`src/cau_pkg.sv`:
```
package cau_pkg;

  // Default datapath format: signed Q8.8
  localparam int unsigned WIDTH_DEF     = 16;
  localparam int unsigned FRAC_BITS_DEF = 8;

  // Operation codes
  typedef enum logic [1:0] {
    MODE_ADD = 2'd0,
    MODE_SUB = 2'd1,
    MODE_MUL = 2'd2,
    MODE_DIV = 2'd3
  } mode_e;

endpackage

```
`src/cau_if.sv`:
```
// Operand channel
interface cau_in_if #(
  parameter int unsigned WIDTH = cau_pkg::WIDTH_DEF
);
  logic                    valid;
  logic                    ready;
  logic [1:0]              mode;
  logic signed [WIDTH-1:0] a_real;
  logic signed [WIDTH-1:0] a_imag;
  logic signed [WIDTH-1:0] b_real;
  logic signed [WIDTH-1:0] b_imag;

  modport source (output valid, mode, a_real, a_imag, b_real, b_imag, input ready);
  modport sink   (input valid, mode, a_real, a_imag, b_real, b_imag, output ready);
endinterface


```
`src/cau_prod.sv`:
```
module cau_prod #(
  parameter int unsigned WIDTH = cau_pkg::WIDTH_DEF
) (
  input  logic                      clk_i,
  input  logic                      rst_ni,
  cau_in_if.sink                    in_i,
  output logic                      valid_o,
  input  logic                      ready_i,
  output logic [1:0]                mode_o,
  output logic signed [2*WIDTH-1:0] p_rr_o,
  output logic signed [2*WIDTH-1:0] p_ii_o,
  output logic signed [2*WIDTH-1:0] p_ri_o,
  output logic signed [2*WIDTH-1:0] p_ir_o,
  output logic signed [2*WIDTH-1:0] bsq_r_o,
  output logic signed [2*WIDTH-1:0] bsq_i_o,
  output logic signed [WIDTH:0]     sum_re_o,
  output logic signed [WIDTH:0]     sum_im_o
);
  import cau_pkg::*;

  logic                      valid_q;
  logic [1:0]                mode_q;
  logic signed [2*WIDTH-1:0] p_rr_q, p_ii_q, p_ri_q, p_ir_q, bsq_r_q, bsq_i_q;
  logic signed [WIDTH:0]     sum_re_q, sum_im_q;
  logic signed [WIDTH:0]     ar_x, ai_x, br_x, bi_x;
  logic                      take;

  assign in_i.ready = !valid_q || ready_i;
  assign take       = in_i.valid && in_i.ready;

  assign ar_x = (WIDTH+1)'(in_i.a_real);
  assign ai_x = (WIDTH+1)'(in_i.a_imag);
  assign br_x = (WIDTH+1)'(in_i.b_real);
  assign bi_x = (WIDTH+1)'(in_i.b_imag);

  // valid flag
  always_ff @(posedge clk_i or negedge rst_ni) begin
    if (!rst_ni) begin
      valid_q <= 1'b0;
    end else if (in_i.ready) begin
      valid_q <= in_i.valid;
    end
  end

  // partial products and add/sub
  always_ff @(posedge clk_i) begin
    if (take) begin
      mode_q   <= in_i.mode;
      p_rr_q   <= in_i.a_real * in_i.b_real;
      p_ii_q   <= in_i.a_imag * in_i.b_imag;
      p_ri_q   <= in_i.a_real * in_i.b_imag;
      p_ir_q   <= in_i.a_imag * in_i.b_real;
      bsq_r_q  <= in_i.b_real * in_i.b_real;
      bsq_i_q  <= in_i.b_imag * in_i.b_imag;
      sum_re_q <= (in_i.mode == MODE_SUB) ? ar_x - br_x : ar_x + br_x;
      sum_im_q <= (in_i.mode == MODE_SUB) ? ai_x - bi_x : ai_x + bi_x;
    end
  end

  assign valid_o  = valid_q;
  assign mode_o   = mode_q;
  assign p_rr_o   = p_rr_q;
  assign p_ii_o   = p_ii_q;
  assign p_ri_o   = p_ri_q;
  assign p_ir_o   = p_ir_q;
  assign bsq_r_o  = bsq_r_q;
  assign bsq_i_o  = bsq_i_q;
  assign sum_re_o = sum_re_q;
  assign sum_im_o = sum_im_q;

endmodule

```
`src/flat_wrapper.sv`:
```
// flat-port wrapper written by rule: the top's interface ports become plain ports
module cau_prod_flat import cau_pkg::*;
#(
  parameter int unsigned WIDTH = cau_pkg::WIDTH_DEF
)
  (clk_i, rst_ni, valid_o, ready_i, mode_o, p_rr_o, p_ii_o, p_ri_o, p_ir_o, bsq_r_o, bsq_i_o, sum_re_o, sum_im_o, in_i_valid, in_i_mode, in_i_a_real, in_i_a_imag, in_i_b_real, in_i_b_imag, in_i_ready);
  cau_in_if #(.WIDTH(WIDTH)) in_i_i ();
  input  logic clk_i;
  input  logic rst_ni;
  output logic valid_o;
  input  logic ready_i;
  output logic [1:0] mode_o;
  output logic signed [2*WIDTH-1:0] p_rr_o;
  output logic signed [2*WIDTH-1:0] p_ii_o;
  output logic signed [2*WIDTH-1:0] p_ri_o;
  output logic signed [2*WIDTH-1:0] p_ir_o;
  output logic signed [2*WIDTH-1:0] bsq_r_o;
  output logic signed [2*WIDTH-1:0] bsq_i_o;
  output logic signed [WIDTH:0] sum_re_o;
  output logic signed [WIDTH:0] sum_im_o;
  input wire logic [$bits(in_i_i.valid)-1:0] in_i_valid;
  input wire logic [$bits(in_i_i.mode)-1:0] in_i_mode;
  input wire logic [$bits(in_i_i.a_real)-1:0] in_i_a_real;
  input wire logic [$bits(in_i_i.a_imag)-1:0] in_i_a_imag;
  input wire logic [$bits(in_i_i.b_real)-1:0] in_i_b_real;
  input wire logic [$bits(in_i_i.b_imag)-1:0] in_i_b_imag;
  output wire logic [$bits(in_i_i.ready)-1:0] in_i_ready;
  assign in_i_i.valid = in_i_valid;
  assign in_i_i.mode = in_i_mode;
  assign in_i_i.a_real = in_i_a_real;
  assign in_i_i.a_imag = in_i_a_imag;
  assign in_i_i.b_real = in_i_b_real;
  assign in_i_i.b_imag = in_i_b_imag;
  assign in_i_ready = in_i_i.ready;
  cau_prod #(.WIDTH(WIDTH)) u_core (.clk_i(clk_i), .rst_ni(rst_ni), .in_i(in_i_i), .valid_o(valid_o), .ready_i(ready_i), .mode_o(mode_o), .p_rr_o(p_rr_o), .p_ii_o(p_ii_o), .p_ri_o(p_ri_o), .p_ir_o(p_ir_o), .bsq_r_o(bsq_r_o), .bsq_i_o(bsq_i_o), .sum_re_o(sum_re_o), .sum_im_o(sum_im_o));
endmodule
```
`config.mk`:
```
export PLATFORM = sky130hd
export DESIGN_NAME = cau_prod_flat
export DESIGN_NICKNAME = d
export VERILOG_FILES = /design/src/cau_pkg.sv /design/src/cau_if.sv /design/src/cau_prod.sv /design/src/flat_wrapper.sv
export SDC_FILE = /design/constraint.sdc
export NUM_CORES = 2
export LEC_CHECK = 0
export ABC_CLOCK_PERIOD_IN_PS = 5960
export BUFFER_PORTS_ARGS = -buffer_cell sky130_fd_sc_hd__clkbuf_2
export CORE_MARGIN = 1
export CORE_UTILIZATION = 59
export CTS_CLUSTER_SIZE = 10
export DETAILED_ROUTE_END_ITERATION = 16
export GPL_TIMING_DRIVEN = 0
export HOLD_SLACK_MARGIN = 0.05
export PLACE_DENSITY = 0.88
export SETUP_SLACK_MARGIN = 0.15
export SYNTH_ARGS = -nofsm -noshare
export SYNTH_HDL_FRONTEND = slang
export SYNTH_SLANG_ARGS = --single-unit
```
`constraint.sdc`:
```
create_clock -name clk_i -period 5.96 [get_ports clk_i]
set_input_delay 1.192 -clock clk_i [delete_from_list [all_inputs] [get_ports clk_i]]
set_output_delay 1.192 -clock clk_i [all_outputs]
set_load 0.01 [all_outputs]
```
---- Yosys cells after proc, flatten, opt, wreduce, memory -nomap -nowiden ----
Index checks and enable logic that the tools add are counted.
cells by class
  $add $sub $neg .......................... 4
  multiply operators ...................... 6
  equality and inequality tests ........... 1
  mux-type cells .......................... 2
  reductions and logical operators ........ 3
operator list
  kind                                           number
  multiplier 16 x 16 -> 32 bit                   6
  adder 16 x 16 -> 17 bit                        2
  two-way mux 17 bit                             2
  subtractor 16 x 16 -> 17 bit                   2
  == test 2 x 1 -> 1 bit, second input constant  1
  logical AND 1 bit                              1
  zero test 1 bit                                1
  logical OR 1 bit                               1
storage, ports and cells
  register bits ........................... 229
  input bits .............................. 70
  output and inout port bits .............. 230
  logic and storage cells ................. 26

---- Logic depth before layout (Yosys ltp) ----
  word-level depth ........................ 3
  mapped depth ............................ 26
  gate-level depth less buffers ........... 24

---- Least setup slack after synthesis ----
OpenSTA, ideal clock, no wires.
  kind .................................... input -> register
  start ................................... input in_i_b_imag[1]
  end ..................................... register u_core.p_ri_q[30], in the netlist u_core.p_ri_o[30], data pin
  setup time .............................. 195 ps
  data arrival time ....................... 7264 ps
  required time ........................... 5765 ps
  path slack .............................. -1499 ps
  stages on the path ...................... 19
  buffers on the path ..................... 2
  path through ............................ clkbuf_1 > buf_1 > nand2_1 > inv_1 > fa_1 > fa_1 > fa_1 > fa_1 > fa_1 > inv_1 > fa_1 > inv_1 > ha_1 > inv_1 > or4_1 > o21a_1 > o21a_1 > or4b_1 > o311ai_0
on the way
  cells in the longest elaborated chain, start to end .. 1
RTL lines
  what                          line                source
  start: declaration            flat_wrapper.sv:26  input wire logic [$bits(in_i_i.b_imag)-1:0] in_i_b_imag;
  multiplier 16 x 16 -> 32 bit  cau_prod.sv:51      p_ri_q <= in_i.a_real * in_i.b_imag;
  end signal: assignment        cau_prod.sv:51
  end: declaration              cau_prod.sv:23      logic signed [2*WIDTH-1:0] p_rr_q, p_ii_q, p_ri_q, p_ir_q, bsq_r_q, bsq_i_q;
No other way between the ends.
A chain may end at the register's enable or synchronous reset.

---- Worst setup path after layout ----
  start ................................... input in_i_b_imag[5]
  end ..................................... register u_core.bsq_i_q[30], in the netlist u_core.bsq_i_o[30], data pin
on the way
  cells in the longest elaborated chain, start to end .. 1
RTL lines
  what                          line            source
  multiplier 16 x 16 -> 32 bit  cau_prod.sv:54  bsq_i_q <= in_i.b_imag * in_i.b_imag;
  end signal: assignment        cau_prod.sv:54
  end: declaration              cau_prod.sv:23
No other way between the ends.

==> results.yml <==
final_layout:
  final_common_cell: "inv_1"
  area_growth_pct: 21.85
  fin_area_um2: 80390
  final_cell_mix: "inv_1 (1689), fa_1 (1406), nand2_1 (625), and2_1 (473), ha_1 (464)"
  drive_gt1_share_pct: 22.00
  seq_area_um2: 6812
  instances_no_fill: 9120
  nFillCells: 7257
  nNetsFinal: 9714
  multiInputGateArea_um2: 54450
global_route:
  grt.overflow.total: 0
  grt_pass1_vias: 57834
  grt_antenna_before_repair: 29
  grt_usage_pct: 41.01
  grt_max_degree: 74
  grt_first_pass_wirelength_um: 340300
placed_design:
  place.port_buffers: 290
  gp_congestion: 1.069
  postPlaceCellArea_um2: 72100
  dp.cells: 8676
  dp_hpwl_um: 173300
clock_tree:
  cts_root_buf: "clkbuf_16"
  cts_max_path_buffers: 3
  clkLatencyLatePin_ns: 0.66
  cts_buffers: 30
  ctsHtreeMaxLevel: 1
  cts.sinks: 227
  cts_tree: "built"
  clkTransAtPathRegs_ns: 0.06
  holdBufCountCts: 0
yosys:
  avgSynthCellArea_um2: 9.570
  yosys.cell_types.count: 73
  syn-cell-area_um2: 65970
  synth_top_flop_cell: "edfxtp_1"
  synthArstFlopShare_pct: 0.4405
  synth_edf_count: 226
  synthCells: 6894
  seq_area_frac_synth_pct: 10.32
  ys_warn_count: 0
  yosys_register_bits: 227
setup_path:
  path_delay_family: "adder cells"
  arrival_ns: 7.40
  crit_end: "u_core.bsq_i_o[30]"
  reg2reg_setup_slack_ns: 3.82
  rr_startpoint: "u_core.valid_o"
  reg2reg_depth: 4
  critPathBufInv: 7
  cp_max_fo: 10
  worstPathRequired_ns: 6.34
  critPathLaunchType: "input port"
  cp.depth: 24
  startpoint: "in_i_b_imag[5]"
  crit_chain: "clkbuf_8, clkbuf_4, and2_4, fa_1, inv_1, fa_2, fa_2, fa_1, inv_1, fa_1, inv_2, fa_1, inv_2, ha_4, and3_4, nand2_2, or3_4, o21ai_4, nand2_2, o31a_1, o211ai_1, buf_4, a41oi_2, xnor2_1"
  cpMostUsedCell: "fa_1"
  worstSetupPathType: "input port to flop"
  worstSetupEndpointType: "flop"
  crit_slowest_cell: "fa_1"
  reg2reg_to: "u_core.p_rr_o[21]"
  slowest_delay_ns: 0.64
floorplan:
  rows: 122
  core_area_um2: 110800
  dieWidth_um: 336.4
  die_area_um2: 113200
  start_util_pct: 59.53
  die_h_um: 336.4
  io_pins: 300
detailed_routing:
  routed_wirelength_um: 237200
  viasPerCell: 6.022
  drc: 0
  vias: 54919
  first_iter_violations: 5847
  first_pass_iters: 11
  wl_per_cell_um: 26.01
  ant_nets: 0
flow_run:
  maxCapViolations: 0
sta:
  fin_ws_ns: -1.063
  setup_violations: 105
  finalClockSkew_ns: 0.02645
  relSlewSlack_pct: 23.17
  fin_crit_ns: 7.023
  hold_viol: 0
  grt_setup_unrepaired: "yes"
  worstMarginPinSlew_ns: 1.142
  clock.fmax_mhz: 142.4
  slew_violations: 0
  period_share_pct: 117.8
  timing.setup.tns_ns: -55.82
  holdWs_ns: 0.3200
run_status:
  violations: "negative setup slack"
  status: "finished, violations left"
min_path:
  hold_path.class: "input port to asynchronous set/reset pin"
## per-stage QoR
stage / worst slack, ns / utilization [%]
after floorplan: -0.9888 / -
after global placement: -2.376 / 64.98
after detailed placement: -2.416 / 65.06
after CTS: -0.7442 / 70.55
after global routing: -1.061 / 72.47
final: -1.063 / 72.54
## sequential cells by signal (all words and copies together), names as in the netlist
signal and cells:
u_core.bsq_i_o 31, u_core.bsq_r_o 31, u_core.mode_o 2, u_core.p_ii_o 32, u_core.p_ir_o 32, u_core.p_ri_o 32
u_core.p_rr_o 32, u_core.sum_im_o 17, u_core.sum_re_o 17, u_core.valid_o 1
## layer usage
metal / part of all wire (%) / track usage, % / vias to the layer above
met4: 8.9 / 26.86 / 42
met3: 15 / 17.90 / 1552
met2: 44 / 62.27 / 4200
met1: 32 / 47.20 / 27319
met5: 0.23 / 0 / -
li1: - / - / 21806
## repair_timing
action,CTS,global route
setup endpoints to repair,127,125
cloned,3,1
buffers inserted,238,118
resized for setup,705,381
pin swaps,267,288
## Yosys cell counts, drive strengths merged (6+ instances only)
| cell type | instances | area [um^2] |
|---|---|---|
| a211o | 7 | 61.31 |
| a211oi | 21 | 162.6 |
| a21boi | 10 | 75.07 |
| a21o | 67 | 504.2 |
| a21oi | 155 | 775.7 |
| a31o | 13 | 113.9 |
| a31oi | 19 | 118.9 |
| and2 | 539 | 3372 |
| and3 | 17 | 106.4 |
| buf | 11 | 48.79 |
| clkbuf | 266 | 998.5 |
| clkinv | 12 | 45.04 |
| edfxtp | 226 | 6787 |
| fa | 1515 | 30330 |
| ha | 549 | 6869 |
| inv | 1801 | 6760 |
| mux2i | 6 | 60.06 |
| nand2 | 687 | 2579 |
| nand2b | 37 | 231.5 |
| nand3 | 38 | 190.2 |
| nand4 | 7 | 43.79 |
| nor2 | 264 | 991.0 |
| nor2b | 24 | 150.1 |
| nor3 | 44 | 220.2 |
| nor4 | 9 | 56.30 |
| o211ai | 11 | 82.58 |
| o21a | 27 | 202.7 |
| o21ai | 99 | 495.5 |
| o21bai | 20 | 150.1 |
| o311ai | 10 | 95.10 |
| o31ai | 10 | 75.07 |
| o41ai | 6 | 67.56 |
| or2 | 13 | 81.33 |
| or3 | 14 | 87.58 |
| or4 | 10 | 75.07 |
| xnor2 | 222 | 1944 |
| xor2 | 53 | 464.2 |
## cells by family (layout without fill, tap and decap cells)
kind of cell,after synthesis,after routing,synth area share [%]
buffers and inverters,2090,2789,11.90
XOR/XNOR,275,275,3.651
adder cells (fa/ha/maj),2064,2064,56.38
other,1,40,0.005684
multiplexers,6,6,0.09104
AO/OA/AOI/OAI,514,514,5.060
AND/OR/NAND/NOR,1717,1717,12.58
flip-flops,227,227,10.32
## cell type report
type                       instances  area share [%]
multi-input combinational       4578           67.73
inverter                        1813           8.599
sequential                       227           8.473
timing repair buffer             653           6.302
buffer                           277           5.281
tap                             1488           2.316
clock buffer                      34          0.9790
clock inverter                    12          0.1992
antenna                           38          0.1183
## how the worst min path moves through the flow
stage | end | from
floorplan | u_core.valid_o | u_core.valid_o
global placement | u_core.valid_o | u_core.valid_o
detailed placement | u_core.valid_o | u_core.valid_o
CTS | u_core.valid_o | rst_ni
global route | u_core.valid_o | rst_ni
finish | u_core.valid_o | rst_ni
Power is not shown: default switching activity piles up to over one toggle a cycle in this logic, so the estimate is an artifact.
