**src/cau_pkg.sv**
```systemverilog
package cau_pkg;

  // Default datapath format: signed Q8.8
  localparam int unsigned WIDTH_DEF     = 16;
  localparam int unsigned FRAC_BITS_DEF = 8;

  // Operation codes
  typedef enum logic [1:0] {
    MODE_ADD = 2'd0,
    MODE_SUB = 2'd1,
    MODE_MUL = 2'd2,
    MODE_DIV = 2'd3
  } mode_e;

endpackage

```
**src/cau_div_step.sv**
```systemverilog
module cau_div_step #(
  parameter int unsigned WIDTH     = cau_pkg::WIDTH_DEF,
  parameter int unsigned FRAC_BITS = cau_pkg::FRAC_BITS_DEF,
  parameter int unsigned BIT       = 0,
  parameter int unsigned SIDE_W    = 1
) (
  input  logic                          clk_i,
  input  logic                          rst_ni,
  input  logic                          in_valid_i,
  output logic                          in_ready_o,
  input  logic [2*WIDTH-1:0]            den_i,
  input  logic [3*WIDTH+FRAC_BITS-1:0]  rem_re_i,
  input  logic [3*WIDTH+FRAC_BITS-1:0]  rem_im_i,
  input  logic [WIDTH-1:0]              q_re_i,
  input  logic [WIDTH-1:0]              q_im_i,
  input  logic [SIDE_W-1:0]             side_i,
  output logic                          out_valid_o,
  input  logic                          out_ready_i,
  output logic [2*WIDTH-1:0]            den_o,
  output logic [3*WIDTH+FRAC_BITS-1:0]  rem_re_o,
  output logic [3*WIDTH+FRAC_BITS-1:0]  rem_im_o,
  output logic [WIDTH-1:0]              q_re_o,
  output logic [WIDTH-1:0]              q_im_o,
  output logic [SIDE_W-1:0]             side_o
);
  localparam int unsigned CW = 3*WIDTH + FRAC_BITS;

  logic              valid_q;
  logic [2*WIDTH-1:0] den_q;
  logic [CW-1:0]     rem_re_q, rem_im_q, dsh;
  logic [WIDTH-1:0]  q_re_q, q_im_q;
  logic [SIDE_W-1:0] side_q;
  logic              ge_re, ge_im;

  assign in_ready_o = !valid_q || out_ready_i;

  // one quotient bit: compare against the shifted divisor
  assign dsh   = CW'(den_i) << BIT;
  assign ge_re = rem_re_i >= dsh;
  assign ge_im = rem_im_i >= dsh;

  always_ff @(posedge clk_i or negedge rst_ni) begin
    if (!rst_ni) begin
      valid_q <= 1'b0;
    end else if (in_ready_o) begin
      valid_q <= in_valid_i;
    end
  end

  always_ff @(posedge clk_i) begin
    if (in_valid_i && in_ready_o) begin
      den_q    <= den_i;
      side_q   <= side_i;
      rem_re_q <= ge_re ? rem_re_i - dsh : rem_re_i;
      rem_im_q <= ge_im ? rem_im_i - dsh : rem_im_i;
      q_re_q   <= q_re_i | (WIDTH'(ge_re) << BIT);
      q_im_q   <= q_im_i | (WIDTH'(ge_im) << BIT);
    end
  end

  assign out_valid_o = valid_q;
  assign den_o       = den_q;
  assign rem_re_o    = rem_re_q;
  assign rem_im_o    = rem_im_q;
  assign q_re_o      = q_re_q;
  assign q_im_o      = q_im_q;
  assign side_o      = side_q;

endmodule
```
**config.mk**
```make
export PLATFORM = sky130hd
export DESIGN_NAME = cau_div_step
export DESIGN_NICKNAME = d
export VERILOG_FILES = /design/src/cau_pkg.sv /design/src/cau_div_step.sv
export SDC_FILE = /design/constraint.sdc
export NUM_CORES = 1
export LEC_CHECK = 0
export CORE_MARGIN = 5
export CORE_UTILIZATION = 24
export DETAILED_ROUTE_END_ITERATION = 8
export DONT_BUFFER_PORTS = 1
export SLEW_MARGIN = 15
export SYNTH_ARGS = -nofsm -noshare
export SYNTH_HDL_FRONTEND = slang
export SYNTH_SLANG_ARGS = --single-unit
```
**constraint.sdc**
```tcl
create_clock -name clk_i -period 13.45 [get_ports clk_i]
set_input_delay 2.69 -clock clk_i [delete_from_list [all_inputs] [get_ports clk_i]]
set_output_delay 2.69 -clock clk_i [all_outputs]
set_load 0.01 [all_outputs]
```
# ---- Word-level counts from Yosys, hierarchy flattened
# Cells that the tools add are included.
dict set report totals {
  reg_bits 178
  inputBits 181
  output_inout_bits 179
}
dict set report classes {
  add_sub_neg 2
  magnitude_cmp 2
  mux 2
  n_bitwise 2
  n_reduce_logical 3
}
# op count
set ops {}
lappend ops {{$ge 56x32->1} 2}
lappend ops {{$mux 56} 2}
lappend ops {{$sub 56x32->56} 2}
lappend ops {{$or 16x1->16} 2}
lappend ops {{$logic_and 1x1->1} 1}
lappend ops {{$logic_not 1->1} 1}
lappend ops {{$logic_or 1x1->1} 1}

# ---- Depth between registers and ports, before layout
# Gate-level depths: netlist of the first run.
dict set report depth {
  depth_word 3
  mapped_depth 13
  ltp_nobuf 11
}

# ---- Worst setup path after synthesis of the first run
# Ideal clock, no wire load.
dict set report synth_timing {
  kind {input to register}
  start {input port out_ready_i}
  end {register den_q[0] (netlist: den_o[0]) (enable)}
  setup_time_ns 0.559
  t_arrival_ns 6.952
  setup_slack_ns 5.939
  stages 2
  path_cell_list {nand2b_1 > and2_1}
}
dict set report synth_via {
  elab_chain_cells 2
}
# element line
set synth_rtl {}
lappend synth_rtl {{start: declaration} cau_div_step.sv:18} ;# input logic out_ready_i,
lappend synth_rtl {{$logic_or 1x1->1} cau_div_step.sv:35} ;# assign in_ready_o = !valid_q || out_ready_i;
lappend synth_rtl {{$logic_and 1x1->1} cau_div_step.sv:51} ;# if (in_valid_i && in_ready_o) begin
lappend synth_rtl {{end signal: assignment} cau_div_step.sv:52} ;# den_q <= den_i;
lappend synth_rtl {{end: declaration} cau_div_step.sv:29} ;# logic [2*WIDTH-1:0] den_q;
# Every way passes these cells.
# A chain may end at the register's enable or synchronous reset.

# ---- Worst setup path in the final report of the first run
dict set report layout_timing {
  start {input port den_i[11]}
  end {register rem_im_q[55] (netlist: rem_im_o[55]) (data pin)}
}
dict set report layout_via {
  elab_chain_cells 2
  elab_cells_between_ends 3
  cone_classes {add/sub (1); order compare (1); mux (1)}
}
# element line
set layout_rtl {}
lappend layout_rtl {{start: declaration} cau_div_step.sv:11} ;# input logic [2*WIDTH-1:0] den_i,
lappend layout_rtl {{$sub 56x32->56 or $ge 56x32->1 (tied branches)} {cau_div_step.sv:55, cau_div_step.sv:40}}
lappend layout_rtl {{$mux 56 (*)} cau_div_step.sv:55} ;# rem_im_q <= ge_im ? rem_im_i - dsh : rem_im_i;
lappend layout_rtl {{end signal: assignment} cau_div_step.sv:55}
lappend layout_rtl {{end: declaration} cau_div_step.sv:30} ;# logic [CW-1:0] rem_re_q, rem_im_q, dsh;
# Mark *: on every way between the ends. The rest lies on a longest branch, timed or not.

==> reports/metrics.csv, run 1 <==
metric,value,unit
"Avg Cell Area, Syn",10.0,sq um
DR WL/cell,24.1,microns
Initial Util,24.2,%
"Async S/R FF share, synth",0.562,%
post-CTS sizing,0,
WP buf/inv,2,
Crit path required time,13.69,ns
Final nets,1345,
layout cell share with drive strength beyond 1,5.58,%
count of cell types in the netlist,65,
RD Place Congestion,0.890,
CTS Buffer Depth,2,
clock share of power,36.0,%
crit-path cells,"inv_1, ha_1, nand4_1, nor4_1, o211ai_1, and3b_1, a211oi_1, nor2_4, buf_4, or4b_2, xnor2_1",
overflow left after global routing,0,
vias per cell,5.15,
GRT busiest layer,met2,
P_sw,468,uW
WS Path Type,in2reg,
worst min path class,reg2reg,
unrepaired setup endpoints after global routing,no,
fmax,0.145,GHz
Critical Path Sink Type,flop,
Routed WL,41400,microns
"commonest non-fill, non-tap cell in the layout",edfxtp_1,
length of the first detailed-routing pass in iterations,5,
crit-path max FO,45,
clk sinks,178,
Leakage,0.00438,uW
IO buf count,0,
# DRC,0,
number of flops mapped to enable cells by yosys,177,
"commonest non-fill, non-tap cells in the layout","177 x edfxtp_1, 114 x nand2_1, 93 x a21oi_1, 85 x nor2_1, 67 x o21ai_0",
status,finished clean,
vias,8845,
Global Route met2 Usage,24.9,%
initial antenna violation count,0,
Num CTS Buffers,17,
ANT nets after route,0,
Synth Net Count,1365,
part of the cycle the worst path needs,51.4,%
met3 Use GR,7.64,%
Seq pwr share,46.4,%
Internal Power,1090,uW
Power Total,1550,uW
IO Count,360,
setup bufs post-CTS,0,
GRT Resource Usage Total,15.6,%
met1 usage,18.4,%
critical path launch point type,primary input,
Final Critical Period,6.91,ns
max incr delay on CP,0.89,ns
Syn Std Cell Area,11200,sq um
Finish-stage setup viols,0,
Switching Fraction,30.1,%
"Hold-fix buffers, CTS",0,
"Reg clk slew, reported paths",0.07,ns
"Clk Latency, worst-skew pair",0.50,ns
"Arr. time, crit path",7.16,ns
Synth Register Bits,178,
largest net degree at the start of global routing,69,
Power Density,125,nW/um^2
worst vdd ir,0.0916,mV
die width,226,microns
Mapped Cells,1118,
die area,51200,sq um
sequential area share after synthesis,47.6,%
Comb power frac,17.7,%
Core Rows,79,
max_slew headroom,31.9,%
Iter 0 DRT Violations,639,
Root Buffer,clkbuf_16,
HPWL after DPL,33600,microns
Core ar.,46500,sq um
CTS tree,done,
P&R area growth vs syn,11.1,%
Ys Warns,0,
Synth Flop Type,edfxtp_1,
die height,226,microns
H-tree Lvls,4,
clock skew,0.0136,ns
Crit-path slowest cell,nor4_1,
max-cap viol count,0,
total negative setup slack,0,ns
Worst-Margin Slew,1.02,ns
first-pass GRT wire length,58000,microns
Top Family by Delay on Critical Path,simple AND/OR/NAND/NOR gates,
antenna cell count,0,
Fillers,4905,
Final Hold Fails,0,
Slew Limit Fails,0,
number of global-route vias before repair,8552,
-- metal layers --
layer	part of all wire (%)	wire (microns)
met1	40	16500
met2	46	19200
met3	11	4590
met4	2.5	1050
met5	0	0
-- worst paths after layout --
kind | endpoint | slack, ns | depth (start not counted) | from
worst max-delay path | rem_im_o[55] | 6.54 | 11 | den_i[11]
worst min-delay path | out_valid_o | 0.68 | 2 | out_valid_o
worst max register to register | side_o | 10.85 | 3 | out_valid_o
worst min register to register | out_valid_o | 0.68 | 2 | out_valid_o
max in group asynchronous | out_valid_o | 11.49 | 0 | rst_ni
min in group asynchronous | out_valid_o | 1.89 | 0 | rst_ni
-- worst min-delay path: stages, from the launching register on --
cell      delay (ns)
dfrtp_1         0.40
nand2b_1        0.15
nand2b_1        0.10
-- sequential cells by signal (all words and copies together) (netlist names) --
name and count:
q_re_o 16, rem_im_o 56, side_o 1, q_im_o 16
rem_re_o 56, out_valid_o 1, den_o 32
-- cell families (layout without fill, tap and decap cells) --
kind of cell	Yosys count	count (layout)	share of synthesized area, %
and+or+nand+nor	388	388	17.4
AOI/OAI and AO/OA	282	282	15.4
DFF	178	178	47.6
xor gates and xnor gates	106	106	8.27
buffers and inverters	93	86	3.34
adders and majority gates	66	66	7.49
muxes	5	5	0.490
-- power by group through the flow --
stage	combinational, uW	clock (uW)	sequential [uW]
5_1_grt	302	601	725
2_1_floorplan	200	0	722
3_3_place_gp	270	0	734
4_1_cts	274	579	722
3_5_place_dp	272	0	733
6_report	274	559	720
-- synthesized netlist by cell type, types with 3 or more instances --
library cell	instances	area, sq um
nand2_1	114	428
a21oi_1	93	465
nand2b_1	15	93.8
inv_1	49	184
nor2_1	86	323
or4_4	3	33.8
a21boi_0	3	22.5
or4_1	9	67.6
clkbuf_1	35	131
xor2_1	57	499
o21ai_0	67	335
a21o_1	28	210
mux2_2	4	45.0
nor4b_1	4	35.0
or3b_2	3	26.3
nand4b_1	5	43.8
nor2b_1	4	25.0
a31oi_1	13	81.3
nand3_1	26	130
nor4_1	29	181
a211o_1	3	26.3
o21ai_1	11	55.1
o211ai_1	8	60.1
and3_1	5	31.3
o21a_1	5	37.5
a211oi_1	9	67.6
o21ba_2	3	30.0
a2111oi_0	5	43.8
nor3_1	23	115
or3_1	10	62.6
xnor2_1	49	429
nand4_1	27	169
nand3b_1	3	22.5
o2111ai_1	5	43.8
o21bai_1	13	97.6
and2_1	4	25.0
edfxtp_1	177	5320
or2_2	7	43.8
o31ai_1	3	22.5
buf_2	3	15.0
ha_1	64	801
-- per-stage QoR --
stage | worst slack [ns] | instance area [sq um] | hold slack [ns] | utilization (%) | cells
floorplan | 5.94 | 11200 | 0.622 | - | 1118
global placement | 6.40 | 11800 | 0.669 | 25.5 | 1686
detailed placement | 6.22 | 11800 | 0.681 | 25.5 | 1686
CTS | 6.79 | 12500 | 0.701 | 26.9 | 1718
global route | 6.47 | 12500 | 0.733 | 26.9 | 1718
finish | 6.54 | 12500 | 0.681 | 26.9 | 1718
-- cell type report --
type | count | area (sq um) | area share (%)
Sequential cell | 178 | 5340 | 42.8
Timing Repair Buffer | 5 | 37.5 | 0.301
Multi-Input combinational cell | 847 | 5530 | 44.3
Tap cell | 607 | 759 | 6.09
Inverter | 49 | 184 | 1.47
Clock buffer | 17 | 425 | 3.41
Clock inverter | 15 | 205 | 1.64
Power figures use the tool's default switching activity.
==> run 2, diff against run 1 <==
- clock period: 13.45 -> 6.8 ns (I/O delays scaled with it)
==> run 2 against run 1 <==
Compared with the run above:
- utilization fell by 0.13 points
- flip-flop and latch count stayed put
- first-iteration DRC count grew 35%
- critical path depth shrank 1
- die area unchanged
- clock power is 76% higher
- sequential share of layout area up 0.21 points
- cell area down 0.48%
- hold slack got worse by 0.11 ns
- global-route usage shrank 0.097 points
- wire length down 1.5%
- sequential power rose by 97%
- critical path type unchanged
- largest cell class unchanged
==> reports/metrics.csv, run 2 (synthesis results as in run 1) <==
metric,value,unit,change
Iter 0 DRT Violations,860,,+35%
largest net degree at the start of global routing,107,,+55%
length of the first detailed-routing pass in iterations,5,,unchanged
Initial Util,24.2,%,unchanged
layout cell share with drive strength beyond 1,5.50,%,-0.085 points
Critical Path Sink Type,flop,,
Crit path required time,7.05,ns,-6.64 ns
Final nets,1344,,-0.074%
Final Critical Period,5.25,ns,
GRT Resource Usage Total,15.5,%,-0.097 points
first-pass GRT wire length,58200,microns,+0.33%
worst r2r dst,rem_im_o[3],,
post-CTS sizing,0,,unchanged
vias,8624,,-2.5%
clock share of power,33.4,%,-2.6 points
crit-path max FO,33,,-27%
HPWL after DPL,33300,microns,-1.1%
clock skew,0.0186,ns,+0.00507 ns
"Arr. time, crit path",5.50,ns,-1.66 ns
Internal Power,2040,uW,+88%
max incr delay on CP,0.89,ns,about the same
CTS Buffer Depth,2,,unchanged
total negative setup slack,0,ns,unchanged
worst vdd ir,0.171,mV,+87%
Top Family by Delay on Critical Path,simple AND/OR/NAND/NOR gates,,
P&R area growth vs syn,10.6,%,
Num CTS Buffers,17,,unchanged
IO Count,360,,unchanged
Core ar.,46500,sq um,unchanged
hold_ws,0.572,ns,-0.109 ns
FF-to-FF Start,out_valid_o,,
Core Rows,79,,unchanged
"commonest non-fill, non-tap cell in the layout",edfxtp_1,,
status,finished clean,,
vias per cell,5.02,,-2.5%
clk sinks,178,,unchanged
WP buf/inv,1,,-1
initial antenna violation count,2,,+2
Root Buffer,clkbuf_16,,
Routed WL,40800,microns,-1.5%
Power Density,238,nW/um^2,+91%
H-tree Lvls,4,,unchanged
die area,51200,sq um,unchanged
"commonest non-fill, non-tap cells in the layout","177 x edfxtp_1, 114 x nand2_1, 93 x a21oi_1, 85 x nor2_1, 67 x o21ai_0",,
Final Hold Fails,0,,unchanged
critical path launch point type,primary input,,
CTS tree,done,,
max-cap viol count,0,,unchanged
Leakage,0.00434,uW,-0.99%
overflow left after global routing,0,,unchanged
IO buf count,0,,unchanged
P_sw,913,uW,+95%
RD Place Congestion,0.868,,-2.5%
Slew Limit Fails,0,,unchanged
max_slew headroom,27.6,%,-4.3 points
Seq pwr share,48.2,%,+1.8 points
ANT nets after route,0,,unchanged
"Reg clk slew, reported paths",0.07,ns,about the same
WS Path Type,in2reg,,
crit-path cells,"inv_1, ha_1, nand4_1, nor4_1, o211ai_1, and3b_1, a211oi_1, nor2_4, or4b_2, xnor2_1",,
Crit-path slowest cell,nor4_1,,
setup bufs post-CTS,0,,unchanged
DR WL/cell,23.8,microns,-1.5%
unrepaired setup endpoints after global routing,no,,
Comb power frac,18.4,%,+0.7 points
r2r setup slk,4.37,ns,-6.48 ns
Worst-Margin Slew,1.08,ns,+0.0597 ns
fmax,0.190,GHz,
worst reg-to-reg path cell count,3,,unchanged
part of the cycle the worst path needs,77.2,%,
# DRC,0,,unchanged
worst min path class,in2async,,
Switching Fraction,30.9,%,+0.82 points
die width,226,microns,unchanged
Finish-stage setup viols,0,,unchanged
"Hold-fix buffers, CTS",0,,unchanged
"Clk Latency, worst-skew pair",0.49,ns,about the same
number of global-route vias before repair,8412,,-1.6%
die height,226,microns,unchanged
-- run 2: cell count changes in the layout (fill, tap and decap cells not counted) --
cell / before / now
clkbuf_1: 0 / 1
bufinv_16: 4 / 1
buf_4: 5 / 3
clkinv_1: 2 / 1
diode_2: 0 / 1
clkinvlp_4: 0 / 3
buf_12: 0 / 1
-- run 2: cell type report --
| class | count | area [sq um] |
|---|---|---|
| antenna | 1 | 2.50 |
| timing repair buffer | 4 | 42.5 |
| clock inverter | 14 | 134 |
| fill | 4904 | 34000 |
| multi-input combinational | 847 | 5530 |
| inverter | 49 | 184 |
| sequential | 178 | 5340 |
| clock buffer | 18 | 429 |
| tap | 607 | 759 |
-- run 2: per-stage QoR --
| stage | util [%] | cell area, sq um | power [uW] | cells | worst slack [ns] |
|---|---|---|---|---|---|
| final | 26.7 | 12400 | 2950 | 1718 | 1.55 |
| after global routing | 26.7 | 12400 | 3100 | 1718 | 1.32 |
| after CTS | 26.7 | 12400 | 3000 | 1717 | 1.67 |
| after detailed placement | 25.5 | 11900 | 1990 | 1685 | 1.12 |
| after global placement | 25.5 | 11900 | 1990 | 1685 | 1.08 |
| after floorplan | - | 11200 | 1820 | 1118 | 0.619 |
-- run 2: worst max-delay path by stage --
stage,from,depth (start not counted),end
floorplan,out_ready_i,2,den_o[0]
global placement,den_i[11],10,rem_im_o[55]
detailed placement,den_i[8],10,rem_im_o[55]
CTS,den_i[8],10,rem_im_o[55]
global route,den_i[8],10,rem_im_o[55]
finish,den_i[11],10,rem_im_o[55]
-- run 2: per-layer routing --
layer,global-route usage (%),vias to the layer above,wire [microns]
met5,0,-,0
met4,5.43,0,1100
met3,7.61,39,4700
met2,24.8,373,18700
met1,18.2,4082,16300
li1,-,4130,-
-- run 2: worst register-to-register path: cells and delay by family, from the launching register on --
| kind | cells | cell delay [ns] |
|---|---|---|
| buffers and inverters | 1 | 0.52 |
| flip-flops | 1 | 0.42 |
| AND/OR/NAND/NOR | 2 | 0.95 |
-- run 2: power groups by stage --
stage                     clock network [uW]  registers, uW  logic [uW]
after floorplan                            0           1430         396
after global placement                     0           1450         535
after detailed placement                   0           1450         539
after CTS                               1030           1430         543
after global routing                    1070           1430         601
final                                    986           1420         542
